==> src/hw/rtl/ffba_pkg.sv <==
// ----------------------------------------------------------------------------
// ffba_pkg
// Shared types and codes for the first-fit block allocator.
// ----------------------------------------------------------------------------
package ffba_pkg;

   localparam int unsigned MAX_BLOCKS_DEF   = 64;
   localparam int unsigned HEADER_BYTES_DEF = 32;

   localparam logic [31:0] ALIGN_MASK = 32'h0000_0007;
   localparam logic [31:0] MAX_REQ    = 32'hFFFF_FFF8;

   localparam logic OP_ALLOC   = 1'b0;
   localparam logic OP_RELEASE = 1'b1;

   localparam logic REG_HEAP_BASE  = 1'b0;
   localparam logic REG_HEAP_LIMIT = 1'b1;

   typedef logic [2:0] status_type;

   localparam status_type ST_OK       = 3'd0;
   localparam status_type ST_NULL     = 3'd1;
   localparam status_type ST_NOMEM    = 3'd2;
   localparam status_type ST_FULL     = 3'd3;
   localparam status_type ST_OUTSIDE  = 3'd4;
   localparam status_type ST_NOTBLOCK = 3'd5;
   localparam status_type ST_DOUBLE   = 3'd6;

   typedef struct packed {
      logic [31:0] base;
      logic [31:0] size;
      logic        free;
   } entry_type;

endpackage

==> src/hw/rtl/ffba_table.sv <==
// ----------------------------------------------------------------------------
// ffba_table
// Block table: one write port, one read port with registered read data.
// ----------------------------------------------------------------------------
module ffba_table #(
   parameter int unsigned DEPTH = ffba_pkg::MAX_BLOCKS_DEF,
   parameter int unsigned IDX_W = 6
) (
   input  logic                clock,
   input  logic                rd_en,
   input  logic [IDX_W-1:0]    rd_addr,
   output ffba_pkg::entry_type rd_data,
   input  logic                wr_en,
   input  logic [IDX_W-1:0]    wr_addr,
   input  ffba_pkg::entry_type wr_data
);

   ffba_pkg::entry_type mem [DEPTH];
   ffba_pkg::entry_type rd_data_ff;

   always_ff @(posedge clock) begin
      if (wr_en) begin
         mem[wr_addr] <= wr_data;
      end
   end

   always_ff @(posedge clock) begin
      if (rd_en) begin
         rd_data_ff <= mem[rd_addr];
      end
   end

   assign rd_data = rd_data_ff;

endmodule

==> config.mk <==
export PLATFORM = sky130hd
export DESIGN_NAME = ffba_table
export DESIGN_NICKNAME = d
export VERILOG_FILES = /design/src/hw/rtl/ffba_pkg.sv /design/src/hw/rtl/ffba_table.sv
export SDC_FILE = /design/constraint.sdc
export NUM_CORES = 2
export LEC_CHECK = 0
export BUFFER_PORTS_ARGS = -buffer_cell sky130_fd_sc_hd__buf_2
export CAP_MARGIN = 20
export CORE_MARGIN = 2
export CORE_UTILIZATION = 45
export CTS_CLUSTER_DIAMETER = 80
export DETAILED_ROUTE_END_ITERATION = 6
export PLACE_DENSITY = 0.59
export SLEW_MARGIN = 20
export SYNTH_ARGS = -nofsm -noshare
export SYNTH_HDL_FRONTEND = slang
export SYNTH_MEMORY_MAX_BITS = 65536
export SYNTH_SLANG_ARGS = --single-unit
==> constraint.sdc <==
create_clock -name clock -period 8.3 [get_ports clock]
set_clock_uncertainty 0.05 [all_clocks]
set_input_delay 1.245 -clock clock [delete_from_list [all_inputs] [get_ports clock]]
set_output_delay 1.245 -clock clock [all_outputs]
set_load 0.01 [all_outputs]
Word level (Yosys, flattened, before mapping)
Memories as Yosys holds them, arrays and structs flattened. A register that Yosys moved wholly into a read port is not among the register bits.
Cells that the tools add are included.
W data, S select, Z words.
{"block": "op_classes", "mux": 2}
{"cell": "$mux W1", "n": 2}
{"block": "totals", "elab_cells": 3, "register_bits": 0, "in_bits": 80, "n_memories": 1, "out_inout_bits": 65, "ramBits": 4160}
{"memory": "mem", "words": 64, "width": 65, "rd": 1, "rd_ports_with_merged_regs": 1, "write_ports": 1, "line": "ffba_table.sv:18", "source": "ffba_pkg::entry_type mem [DEPTH];"}

Depth between registers and ports, before layout
{"block": "depth", "depth_word": 2, "depth_mapped": 9, "ltp_nobuf": 4}

Worst setup path before layout
No wires, ideal clock.
{"block": "synth_timing", "path_kind": "in2reg", "startpoint": "input wr_addr[3]", "endpoint": "memory mem[48][0] (netlist bit), enable pin", "n_path_buf": 1, "setup_ns": 0.568, "cell_stages": 4, "t_arrival_ns": 6.184, "path_slack_ns": 1.499, "required_time_ns": 7.682, "cell_sequence": "clkbuf_1 > nor2b_1 > nand4b_1 > nor3_1"}
{"element": "start: declaration", "line": "ffba_table.sv:14", "source": "input logic [IDX_W-1:0] wr_addr,"}
{"element": "end: declaration", "line": "ffba_table.sv:18"}
Straight into the memory's write port.

==> qor.yml <==
run_status:
  status: "finished, final reports clean"
worst_setup_path:
  critPathTopFamily: "buffers and inverters"
  worstPathBufferInverterCount: 4
  cp-startpoint: "rd_addr[3]"
  end_kind: "flip-flop"
  r2r_slack_ns: 6.19
  timing.critical_path.to: "rd_data[27]"
  max_stage_delay_ns: 0.79
  crit_chain: "buf_2 > buf_4 > nor2b_4 > buf_4 > buf_4 > a22oi_1 > nand3_1 > o211a_1"
  r2r_cells: 4
  reg2reg_from: "mem[43][51]"
  path_class: "in2reg"
  reg2reg_to: "rd_data[51]"
  path_max_fanout: 38
  slowest_stage: "buf_4"
  arrival_ns: 4.49
  crit_top_cell: "buf_4"
  cp.depth: 8
  startpoint_type: "input port"
  cp.required_ns: 9.09
synthesis:
  post-synth-top-count-cell: "edfxtp_1"
  syn_nets: 6686
  synthArstFlopShare_pct: 0
  synthCells: 6606
  ys_seq_elements: 4225
  synth_top_cells_by_area: "edfxtp_1, mux4_2, a22oi_1, mux2i_1, buf_2"
  avgSynthCellArea_sq_um: 24.07
  synth_edf_count: 4225
  synth_top_area_share_pct: 79.80
  ys_warn_count: 0
  syn-cell-area_sq_mm: 0.1590
  ys_seq_area_share_pct: 79.80
  ys.flop_type: "edfxtp_1"
  synth_commonest_cells: "edfxtp_1, mux4_2, a22oi_1"
  synth_top_cell_by_area: "edfxtp_1"
  synth.distinct_cells: 26
placement:
  dp.final_hpwl_mm: 231.0
  io_buffer_count: 144
  gp_congestion: 0.7812
  pre_cts_ws_ns: 3.616
sta:
  worst_slew_pin_slew_ns: 1.211
  slew_headroom_pct: 19.24
  max_freq_ghz: 0.2702
  hold_violations: 0
  slew_violations: 0
  rsz0062_at_grt: "false"
  fin_crit_sh_pct: 44.58
  fin_ws_ns: 4.600
  setup_viol: 0
  finalCriticalPeriod_ns: 3.700
  setup_tns_ns: 0
final_layout:
  num-nets-final: 7085
  drive_gt1_share_pct: 28.02
  seq_area_sq_mm: 0.1269
  multi_input_area_sq_mm: 0.03076
  nFillCells: 27246
  area_growth_syn_to_layout_pct: 13.22
clock_tree:
  cts_sinks: 4225
  clock_latency_ns: 1.01
  post_cts_buffers: 0
  root_buffer: "clkbuf_16"
  cts_buffers: 426
  cts.repair.resized: 0
  cts_tree: "yes"
  clockBufferDepth: 4
  hold_buffers: 0
  h-tree-depth: 5
  path_clk_slew_ns: 0.06
grt:
  track_usage_pct: 25.23
  grt_pass1_wl_mm: 623.3
  grt-ovfl-total: 0
  grt_pass1_vias: 76346
  antenna_found_initial: 30
  grt_max_degree: 114
drt:
  routed_wl_mm: 454.3
  first_iter_violations: 10507
  first_pass_iters: 5
  drc: 0
  post_drt_wl_per_cell_um: 37.55
  routed-via-count: 76844
  ant_nets: 0
  vias_per_cell: 6.353
floorplan:
  initial_core_util_pct: 45.15
  fp.coreArea_sq_mm: 0.3521
  dieWidth_um: 598.4
  row_count: 218
  dieArea_sq_mm: 0.3581
  io_pins: 145
  fp.dieH_um: 598.4
job:
  drv_cap: 0
power_and_ir_drop:
  switching_share_pct: 21.46
  p_comb_share_pct: 4.5
  max-vdd-ir-drop_v: 0.0001752
  p_leak_nw: 55.43
  p_int_mw: 34.87
  p_per_area_mw_per_mm2: 246.6
  seqPwrFrac_pct: 53.5
  power_switching_mw: 9.526
  clockPowerShare_pct: 42.0
hold_path:
  min_path_type: "in2reg"
==> worst min-delay path by stage <==
| stage | from | end | slack (ns) | cells past startpoint |
|---|---|---|---|---|
| finish | wr_data[23] | mem[4][23] | 0.63 | 1 |
| CTS | wr_data[47] | mem[49][47] | 0.68 | 1 |
| floorplan | mem[46][54] | rd_data[54] | 0.81 | 4 |
| detailed placement | mem[22][6] | rd_data[6] | 0.85 | 4 |
| global placement | mem[22][8] | rd_data[8] | 0.84 | 4 |
| global route | wr_data[23] | mem[4][23] | 0.62 | 1 |
==> flip-flops by register name (all words and copies together), names as in the netlist <==
| name | cells |
|---|---|
| rd_data | 65 |
| mem | 4160 |
==> placed cells by master (no fill, tap or decap), drive strengths merged <==
cell type	count
edfxtp	4225
or3b	4
nand2b	9
and2	3
nor2	112
diode	7
or2	2
o221ai	46
nand3	115
o22ai	130
mux2i	103
nor2b	9
nand3b	25
clkinv	223
clkbuf	505
bufinv	32
buf	348
a22oi	260
mux4	1040
nand2	8
nand4	2
o211a	65
nand4b	1
a211oi	65
nor3	2
or3	3
inv	10
clkinvlp	12
==> metrics by stage <==
| step | hold WS (ns) | util [%] | total power, mW | cells | area, sq um |
|---|---|---|---|---|---|
| after detailed placement | 0.8514 | 47.26 | 26.23 | 11304 | 166400 |
| after global routing | 0.6202 | 51.11 | 45.54 | 12092 | 180000 |
| after CTS | 0.6832 | 51.08 | 44.66 | 12086 | 179900 |
| after global placement | 0.8362 | 47.23 | 26.18 | 11299 | 166300 |
| after floorplan | 0.8058 | - | 25.27 | 6606 | 159000 |
| final | 0.6315 | 51.12 | 44.40 | 12096 | 180000 |
==> power by group through the flow <==
stage / clock network [mW] / logic (mW) / registers (mW)
final: 18.6 / 2.00 / 23.8
after global routing: 19.7 / 2.11 / 23.8
after CTS: 18.9 / 2.01 / 23.8
after detailed placement: 0 / 2.01 / 24.2
after global placement: 0 / 1.97 / 24.2
after floorplan: 0 / 1.09 / 24.2
==> cell families after synthesis <==
logic type             share of synthesized area, %
AO/OA/AOI/OAI                                 2.709
buffers and inverters                         1.199
flip-flops                                    79.80
multiplexers                                  15.38
AND/OR/NAND/NOR                              0.9074
==> worst reg2reg max path, delay by kind of cell, from the launching register on <==
family,cells,cell delay [ns]
AOI/OAI and AO/OA,2,0.81
and+or+nand+nor,1,0.15
DFF,1,0.35
muxes,1,0.48
==> routing by layer <==
| metal | part of all wire (%) | global-route usage [%] | up-vias |
|---|---|---|---|
| met5 | 0.027 | 0 | - |
| met4 | 3.2 | 7.531 | 8 |
| met3 | 8.5 | 4.257 | 771 |
| met2 | 49 | 41.47 | 3841 |
| met1 | 39 | 34.86 | 42578 |
| li1 | - | - | 29646 |
==> final cells by class <==
cell class,instances,area share (%)
well taps,4730,3.288
repair buffers,348,1.656
flip-flops and latches,4225,70.48
clock inverters,277,1.351
clock buffers,505,6.123
diodes,7,0.009732
multi-input cells,2004,17.09
(Power assumes the default switching activity.)
